<file path="src/tlbba_pkg.sv">
// Shared types, widths and codes of the tube light box bounds accumulator.
// No dependencies.
package tlbba_pkg;

    // Default parameter values
    localparam int DEF_FRAC_BITS   = 16;
    localparam int DEF_COORD_WIDTH = 32;

    // Fixed field widths
    localparam int OP_W      = 2;
    localparam int ROW_W     = 2;
    localparam int COEF_W    = 32;
    localparam int OUT_W     = 32;
    localparam int CFG_W     = 31;
    localparam int CFG_IDX_W = 2;

    // Local corner coordinates never exceed 2^32 in magnitude
    localparam int LCL_W  = 33;
    localparam int PROD_W = COEF_W + LCL_W;
    localparam int SUM_W  = PROD_W + 2;
    localparam int EXT_W  = SUM_W + 1;

    // Matrix shape and corner walk
    localparam int MAT_ROWS    = 3;
    localparam int MAT_COLS    = 4;
    localparam int CORNER_W    = 3;
    localparam logic [CORNER_W-1:0] CORNER_LAST = 3'd7;

    // Queue depths
    localparam int CMDQ_DEPTH = 4;
    localparam int RESQ_DEPTH = 2;

    // Operation codes
    localparam logic [OP_W-1:0] OP_LOAD  = 2'd0;
    localparam logic [OP_W-1:0] OP_CLEAR = 2'd1;
    localparam logic [OP_W-1:0] OP_TRANS = 2'd2;
    localparam logic [OP_W-1:0] OP_PLAIN = 2'd3;

    // Row code that selects no matrix row
    localparam logic [ROW_W-1:0] ROW_NONE = 2'd3;

    // Configuration register indexes
    localparam logic [CFG_IDX_W-1:0] REG_RADIUS = 2'd0;
    localparam logic [CFG_IDX_W-1:0] REG_FALL   = 2'd1;
    localparam logic [CFG_IDX_W-1:0] REG_TUBE   = 2'd2;

    // Classified command passed from front to back
    typedef struct packed {
        logic [OP_W-1:0]          op;
        logic [ROW_W-1:0]         row;
        logic                     wr;
        logic signed [COEF_W-1:0] coef_a;
        logic signed [COEF_W-1:0] coef_b;
        logic signed [COEF_W-1:0] coef_c;
        logic signed [COEF_W-1:0] coef_offset;
    } t_cmd;

    // Control token travelling beside the arithmetic pipeline
    typedef struct packed {
        logic            vld;
        logic [OP_W-1:0] op;
        logic            last;
    } t_tok;

    // Running box as reported
    typedef struct packed {
        logic signed [OUT_W-1:0] min_x;
        logic signed [OUT_W-1:0] max_x;
        logic signed [OUT_W-1:0] min_y;
        logic signed [OUT_W-1:0] max_y;
        logic signed [OUT_W-1:0] min_z;
        logic signed [OUT_W-1:0] max_z;
    } t_result;

endpackage

</file>
<file path="src/tlbba_fifo.sv">
// Small register-based FIFO used for the command and result queues.
// Depends on nothing but its parameters.
module tlbba_fifo #(
    parameter int WIDTH = 8,
    parameter int DEPTH = 4
) (
    input  logic             i_clk,
    input  logic             i_rst_n,
    input  logic             i_push,
    input  logic [WIDTH-1:0] i_data,
    input  logic             i_pop,
    output logic [WIDTH-1:0] o_data,
    output logic             o_full,
    output logic             o_empty
);

    localparam int AW = (DEPTH > 1) ? $clog2(DEPTH) : 1;
    localparam int CW = $clog2(DEPTH + 1);

    logic [WIDTH-1:0] r_mem [DEPTH];
    logic [AW-1:0]    r_wp;
    logic [AW-1:0]    r_rp;
    logic [CW-1:0]    r_cnt;
    logic [CW-1:0]    n_cnt;
    logic             w_push;
    logic             w_pop;

    assign o_full  = (r_cnt == CW'(DEPTH));
    assign o_empty = (r_cnt == '0);
    assign w_pop   = i_pop && !o_empty;
    assign w_push  = i_push && (!o_full || w_pop);
    assign o_data  = r_mem[r_rp];

    // Track occupancy
    always_comb begin
        unique case ({w_push, w_pop})
            2'b10:   n_cnt = r_cnt + 1'b1;
            2'b01:   n_cnt = r_cnt - 1'b1;
            default: n_cnt = r_cnt;
        endcase
    end

    // Advance pointers
    always_ff @(posedge i_clk) begin
        if (!i_rst_n) begin
            r_wp  <= '0;
            r_rp  <= '0;
            r_cnt <= '0;
        end else begin
            r_cnt <= n_cnt;
            if (w_push) begin
                r_wp <= (r_wp == AW'(DEPTH - 1)) ? '0 : r_wp + 1'b1;
            end
            if (w_pop) begin
                r_rp <= (r_rp == AW'(DEPTH - 1)) ? '0 : r_rp + 1'b1;
            end
        end
    end

    // Store item
    always_ff @(posedge i_clk) begin
        if (w_push) begin
            r_mem[r_wp] <= i_data;
        end
    end

endmodule

</file>
<file path="src/tlbba_front.sv">
// Front end: accepts items, classifies them into commands and queues them.
// Depends on tlbba_pkg and tlbba_fifo.
module tlbba_front import tlbba_pkg::*; (
    input  logic                     i_clk,
    input  logic                     i_rst_n,
    input  logic                     i_push,
    output logic                     o_full,
    input  logic [OP_W-1:0]          i_op,
    input  logic [ROW_W-1:0]         i_row_index,
    input  logic signed [COEF_W-1:0] i_coef_a,
    input  logic signed [COEF_W-1:0] i_coef_b,
    input  logic signed [COEF_W-1:0] i_coef_c,
    input  logic signed [COEF_W-1:0] i_coef_offset,
    output logic                     o_cmd_vld,
    output t_cmd                     o_cmd,
    input  logic                     i_cmd_pop
);

    t_cmd w_cmd;
    logic w_empty;

    // Classify: a load to the unused row writes nothing
    always_comb begin
        w_cmd.op          = i_op;
        w_cmd.row         = i_row_index;
        w_cmd.wr          = (i_op == OP_LOAD) && (i_row_index != ROW_NONE);
        w_cmd.coef_a      = i_coef_a;
        w_cmd.coef_b      = i_coef_b;
        w_cmd.coef_c      = i_coef_c;
        w_cmd.coef_offset = i_coef_offset;
    end

    tlbba_fifo #(
        .WIDTH ($bits(t_cmd)),
        .DEPTH (CMDQ_DEPTH)
    ) u_cmdq (
        .i_clk   (i_clk),
        .i_rst_n (i_rst_n),
        .i_push  (i_push && !o_full),
        .i_data  (w_cmd),
        .i_pop   (i_cmd_pop),
        .o_data  (o_cmd),
        .o_full  (o_full),
        .o_empty (w_empty)
    );

    assign o_cmd_vld = !w_empty;

endmodule

</file>
<file path="config.mk">
export PLATFORM = sky130hd
export DESIGN_NAME = tlbba_front
export DESIGN_NICKNAME = d
export VERILOG_FILES = /design/src/tlbba_pkg.sv /design/src/tlbba_fifo.sv /design/src/tlbba_front.sv
export SDC_FILE = /design/constraint.sdc
export NUM_CORES = 1
export LEC_CHECK = 0
export BUFFER_PORTS_ARGS = -buffer_cell sky130_fd_sc_hd__buf_2
export CORE_UTILIZATION = 40
export CTS_BUF_LIST = sky130_fd_sc_hd__clkbuf_8
export DETAILED_ROUTE_END_ITERATION = 6
export GPL_TIMING_DRIVEN = 0
export PLACE_DENSITY = 0.58
export SLEW_MARGIN = 20
export SYNTH_ARGS = -nofsm -noshare
export SYNTH_HDL_FRONTEND = slang
export SYNTH_SLANG_ARGS = --single-unit
</file>
<file path="constraint.sdc">
create_clock -name i_clk -period 7.1 [get_ports i_clk]
set_input_delay 0.71 -clock i_clk [delete_from_list [all_inputs] [get_ports i_clk]]
set_output_delay 0.71 -clock i_clk [all_outputs]
set_load 0.05 [all_outputs]
</file>
Yosys cells after proc, flatten, opt, wreduce, memory -nomap -nowiden
Memory sizes are Yosys's and may differ from the RTL's. A register that Yosys moved wholly into a read port is not among the register bits. Index checks and enable logic that the tools add are counted.

Register bits after elaboration: 7. RAM bits: 532. Input port bits: 136. Output and inout bits: 135. Word-level logic and storage cells: 31. Memories kept: 1.

$add $sub $neg: 4. Eq/ne operators: 6. Multiplexer cells: 7. Reduce and logical (&&, ||, !) cells: 10.

Memories: u_cmdq.r_mem (depth 4, bits a word 133, read ports 1, clocked after memory_dff 1, write ports 1, line tlbba_fifo.sv:20) `logic [WIDTH-1:0] r_mem [DEPTH];`.

Operators by type and width (number): $mux 2 (4); $eq 2x2->1 const B (3); $pmux 3 s2 (1); $add 2x1->2 const B (2); $logic_and 1x1->1 (4); $add 3x1->3 const B (1); $eq 3x3->1 const B (1); $logic_not 3->1 (1); $sub 3x1->3 const B (1); $eq 2x1->1 const B (1); $logic_not 1->1 (2); $logic_not 2->1 (1); $mux 1 (2); $ne 2x2->1 const B (1); $reduce_bool 2->1 (1); $logic_or 1x1->1 (1).

Longest topological paths before layout
Word-level depth: 7. Depth in mapped cells: 10.

Modules after synthesis
Synthesis repeated with hierarchy kept, for this count alone.

Cells, all modules: 757. Area total of the unflattened synthesis: 19726.4 um2.

Modules (own cells, without submodules): tlbba_fifo (instances 1, cells each 754, area each 19703.9 um2, seq. area each 16155.5 um2); tlbba_front (instances 1, cells each 3, area each 22.5 um2, seq. area each 0.0 um2).

Worst setup path after synthesis
Ideal clock, no wire load.

Path type: in2reg. Start point: input port i_push. End point: memory u_cmdq.r_mem[0][0] (netlist name) (enable). Library setup time: 0.508 ns. Arrival: 4.147 ns. Setup slack: 2.445 ns. Cell stages on the path: 3. Path through: nor2b_1 -> clkbuf_1 -> and2_1.

Word-level cells in the longest chain between the ends: 4.

RTL lines: start, declared (line tlbba_front.sv:6) `input logic i_push,`; $logic_and 1x1->1 (line tlbba_front.sv:39) `.i_push (i_push && !o_full),`; $logic_and 1x1->1 (line tlbba_fifo.sv:31) `assign w_push = i_push && (!o_full || w_pop);`; $mux 1 (line tlbba_fifo.sv:62) `if (w_push) begin`; $mux 1 (implied by the code) (line tlbba_fifo.sv:63) `r_mem[r_wp] <= i_data;`; end, declared (line tlbba_fifo.sv:20).

No other way between the ends.

==> tab_implementation.tex <==
\begin{tabular}{lr}
\hline
Metric & Value \\
\hline
\multicolumn{2}{l}{\textbf{Die}} \\
\quad Full die area & 50100 sq um \\
\quad Chip height & 224 microns \\
\quad Effective utilization at floorplan & 40.8\% \\
\quad Placement row count & 80 \\
\quad CORE AREA & 48100 sq um \\
\quad DIE WIDTH & 224 microns \\
\quad Number of top-level pins & 271 \\
\multicolumn{2}{l}{\textbf{Drt}} \\
\quad DRT Wirelength & 39.3 mm \\
\quad Wire length per cell after detailed routing & 21.2 microns \\
\quad Number of nets with antenna violations after routing & 0 \\
\quad DRC viols & 0 \\
\quad Initial DRC count & 407 \\
\quad Post-DR vias/cell & 4.88 \\
\quad Pre-Repair DR Iteration Count & 4 \\
\quad Vias & 9028 \\
\multicolumn{2}{l}{\textbf{CTS}} \\
\quad Clock latency reported for the late side of the worst-skew pair & 650 ps \\
\quad Total clock sinks & 541 \\
\quad Post-CTS Hold Buffers & 0 \\
\quad Number of H-tree levels & 3 \\
\quad Worst-path clk slew & 60 ps \\
\quad Maximum buffer depth of the clock tree & 3 \\
\quad Clock buffers created by TritonCTS & 87 \\
\quad Clock tree from TritonCTS & built \\
\quad CTS root buffer & sky130\_fd\_sc\_hd\_\_clkbuf\_8 \\
\quad Post-cts gate resize count & 0 \\
\quad Setup fix buffers added after clock tree synthesis & 0 \\
\multicolumn{2}{l}{\textbf{Yosys}} \\
\quad Main combinational cell family by area after synthesis & multiplexers \\
\quad Synthesis-stage register bit count & 541 \\
\quad Area of the mapped netlist & 19700 sq um \\
\quad Post-synth EDFFs & 532 \\
\quad Top cell type by total area after synthesis & sky130\_fd\_sc\_hd\_\_edfxtp\_1 \\
\quad Sequential element share of the synthesized area & 82.1\% \\
\quad Multiplexer share of the synthesized area & 15.3\% \\
\quad Synth Area in Simple Gates & 0.547\% \\
\quad Yosys warnings & 0 \\
\quad Most used DFF post-synth & sky130\_fd\_sc\_hd\_\_edfxtp\_1 \\
\quad Fraction of post-synthesis cell area in the top cell type by area & 81.2\% \\
\quad Cell with the most instances after synthesis & sky130\_fd\_sc\_hd\_\_edfxtp\_1 \\
\quad Distinct cell type count of the synthesized netlist & 23 \\
\quad Share of synthesized flip-flops with an asynchronous set or reset & 0\% \\
\quad Top area cells in the synthesized netlist & sky130\_fd\_sc\_hd\_\_edfxtp\_1 (81\%), sky130\_fd\_sc\_hd\_\_mux4\_2 (15\%), sky130\_fd\_sc\_hd\_\_dfxtp\_1 (0.92\%) \\
\quad Share of synthesized cell area in full adder, half adder and majority cells & 0.484\% \\
\quad Share of the synthesized area in compound gates (AO/OA/AOI/OAI) & 0.216\% \\
\quad Syn\_area\_per\_cell & 26.2 sq um \\
\quad Syn Nets & 895 \\
\quad Leading cell types by count after synthesis & sky130\_fd\_sc\_hd\_\_edfxtp\_1 (532), sky130\_fd\_sc\_hd\_\_mux4\_2 (133), sky130\_fd\_sc\_hd\_\_buf\_2 (15) \\
\quad Number of instances in the synthesized netlist & 752 \\
\quad Synth Area in XOR/XNOR & 0.0891\% \\
\multicolumn{2}{l}{\textbf{Power}} \\
\quad Peak supply drop & 0.215 mV \\
\quad P\_leak & 8.09 nW \\
\quad Power per standard cell area & 394 nW/um\^{}2 \\
\multicolumn{2}{l}{\textbf{Critical path}} \\
\quad Critical Path Fanout Max & 10 \\
\quad Slowest Stage Delay on Critical Path & 380 ps \\
\quad CP Data Arrival Time & 2510 ps \\
\quad Critical-path cell list & buf\_2, buf\_2, buf\_2, mux4\_2, buf\_2 \\
\quad Number of cell instances on the worst register-to-register path & 6 \\
\quad Nature of the critical path endpoint & primary output \\
\quad Kind of critical path & flop to primary output \\
\quad Critical path required time & 6390 ps \\
\quad FF-to-FF Start & u\_cmdq.r\_cnt[2] \\
\quad R2R setup slack & 4580 ps \\
\quad Critical Path Most Common Cell & sky130\_fd\_sc\_hd\_\_buf\_2 \\
\quad Slowest cell on the critical path & sky130\_fd\_sc\_hd\_\_buf\_2 \\
\quad Worst Setup Start Kind & flop \\
\quad Destination of the worst register-to-register timing path & u\_cmdq.r\_mem[3][82] \\
\multicolumn{2}{l}{\textbf{STA}} \\
\quad RSZ-0062 raised after global routing & no \\
\quad Final critical path time including I/O delays and setup & 3220 ps \\
\quad Peak Freq & 0.310 GHz \\
\quad Share of the clock period used by the worst path after layout & 45.4\% \\
\quad Tightest slew margin relative to the limit & 50.5\% \\
\quad Fin. Hold Viols & 0 \\
\quad Least setup slack across all paths after layout & 3880 ps \\
\quad Worst setup skew after layout & 22.8 ps \\
\quad Final setup violation count & 0 \\
\quad Final number of max-transition violations & 0 \\
\quad Hold slack final & 274 ps \\
\quad Worst-Margin Slew & 743 ps \\
\multicolumn{2}{l}{\textbf{Job}} \\
\quad Count of maximum capacitance violations & 0 \\
\multicolumn{2}{l}{\textbf{Hold path}} \\
\quad Endpoint of the worst hold-timing path & u\_cmdq.r\_mem[3][21] \\
\quad Hold path depth & 1 \\
\quad HP Class & input pin to flop \\
\quad Start point of the worst hold path & i\_coef\_offset[21] \\
\multicolumn{2}{l}{\textbf{Placed design}} \\
\quad Port Buffer Count & 270 \\
\quad Dpl cells & 1690 \\
\quad DPL Wire Length & 24.0 mm \\
\quad Dpl ws & 4190 ps \\
\quad Gp weighted congestion & 0.674 \\
\multicolumn{2}{l}{\textbf{Global routing}} \\
\quad Most used routing layer in global routing & met2 \\
\quad Maximum number of pins on one net before global-route repair & 43 \\
\quad Via count of the first global-routing pass & 9744 \\
\quad Global-route wire length before repair & 59.0 mm \\
\quad Routing usage on met2 & 24.6\% \\
\quad Total global-route track usage & 16.0\% \\
\quad Met3 routing resource usage after global routing & 6.09\% \\
\quad Overflow after GRT & 0 \\
\quad Met1 usage in global routing & 21.1\% \\
\quad Initial antenna violation count & 10 \\
\multicolumn{2}{l}{\textbf{Layout}} \\
\quad Utilization of the core after routing & 49.3\% \\
\quad Number of filler cells placed in the layout & 3945 \\
\quad Share of cells above drive strength 1 & 46.0\% \\
\quad Number of standard cells in the final layout excluding fillers & 1851 \\
\quad Post-layout net count & 1266 \\
\quad Area growth from synthesis to layout & 20.8\% \\
\multicolumn{2}{l}{\textbf{Status}} \\
\quad Run status & finished, final reports clean \\
\hline
\end{tabular}
[where the power goes]
group          internal, W  leakage [nW]  switching [W]
registers          0.00386          4.96      0.0000650
clock network      0.00130         0.956        0.00116
logic             0.000908          2.17        0.00207
[cell type report]
type	instances	area [sq um]	area share (%)
tap	656	821	3.46
sequential	541	16200	68.0
clock inverter	64	338	1.42
multi-input combinational	172	3290	13.8
clock buffer	92	1270	5.33
inverter	7	26.3	0.111
buffer	32	206	0.869
timing repair buffer	282	1640	6.89
antenna	5	12.5	0.0527
[cells by family after synthesis]
| kind of cell | after synthesis |
|---|---|
| adders and majority gates | 7 |
| xor gates and xnor gates | 2 |
| muxes | 135 |
| AOI/OAI and AO/OA | 7 |
| and+or+nand+nor | 21 |
| DFF | 541 |
| buffers and inverters | 39 |
[per-stage QoR]
stage / TNS (ps) / area (sq um) / total power, W
finish: 0 / 23800 / 0.00936
global route: 0 / 23700 / 0.00976
floorplan: 0 / 19700 / 0.00628
global placement: -233090 / 21800 / 0.00704
detailed placement: 0 / 22100 / 0.00703
CTS: 0 / 23700 / 0.00953
[sequential cells by signal, summed over array words and instances (netlist names), named ones only]
| register | flops |
|---|---|
| u_cmdq.r_cnt | 3 |
| u_cmdq.r_mem | 532 |
| u_cmdq.r_rp | 2 |
| u_cmdq.r_wp | 2 |
[worst max-delay path, delay by kind of cell, from the launching register on]
family,cells,cell delay (ps)
buffers and inverters,4,1190
DFF,1,300
muxes,1,370
[worst max-delay path by stage]
stage | slack, ps | to | depth (start not counted)
after floorplan | 2440 | u_cmdq.r_mem[0][0] | 3
after global placement | -480 | u_cmdq.r_mem[1][124] | 4
after detailed placement | 4190 | u_cmdq.r_mem[3][85] | 6
after CTS | 3660 | o_cmd[59] | 5
after global routing | 3620 | o_cmd[59] | 5
final | 3880 | o_cmd[59] | 5
[metal layers]
layer	share of wire (%)	vias up
li1	-	4014
met1	43	4675
met2	48	268
met3	7.5	61
met4	1.5	10
met5	0.15	-
[placed cells by master (no fill, tap or decap), drive strengths merged]
master      n
edfxtp    532
or3         2
dfxtp       9
nor2        2
xor2        1
a211oi      1
diode       5
nand2       7
o31ai       1
nor2b       1
nand3       2
mux2i       2
and2        6
a21boi      1
xnor2       1
inv        46
o21ai       4
mux4      133
clkbuf    100
clkinvlp    3
nor3b       1
clkinv     19
buf       306
bufinv      3
fa          1
ha          6
Note: power is estimated with default switching activity, not from simulation.
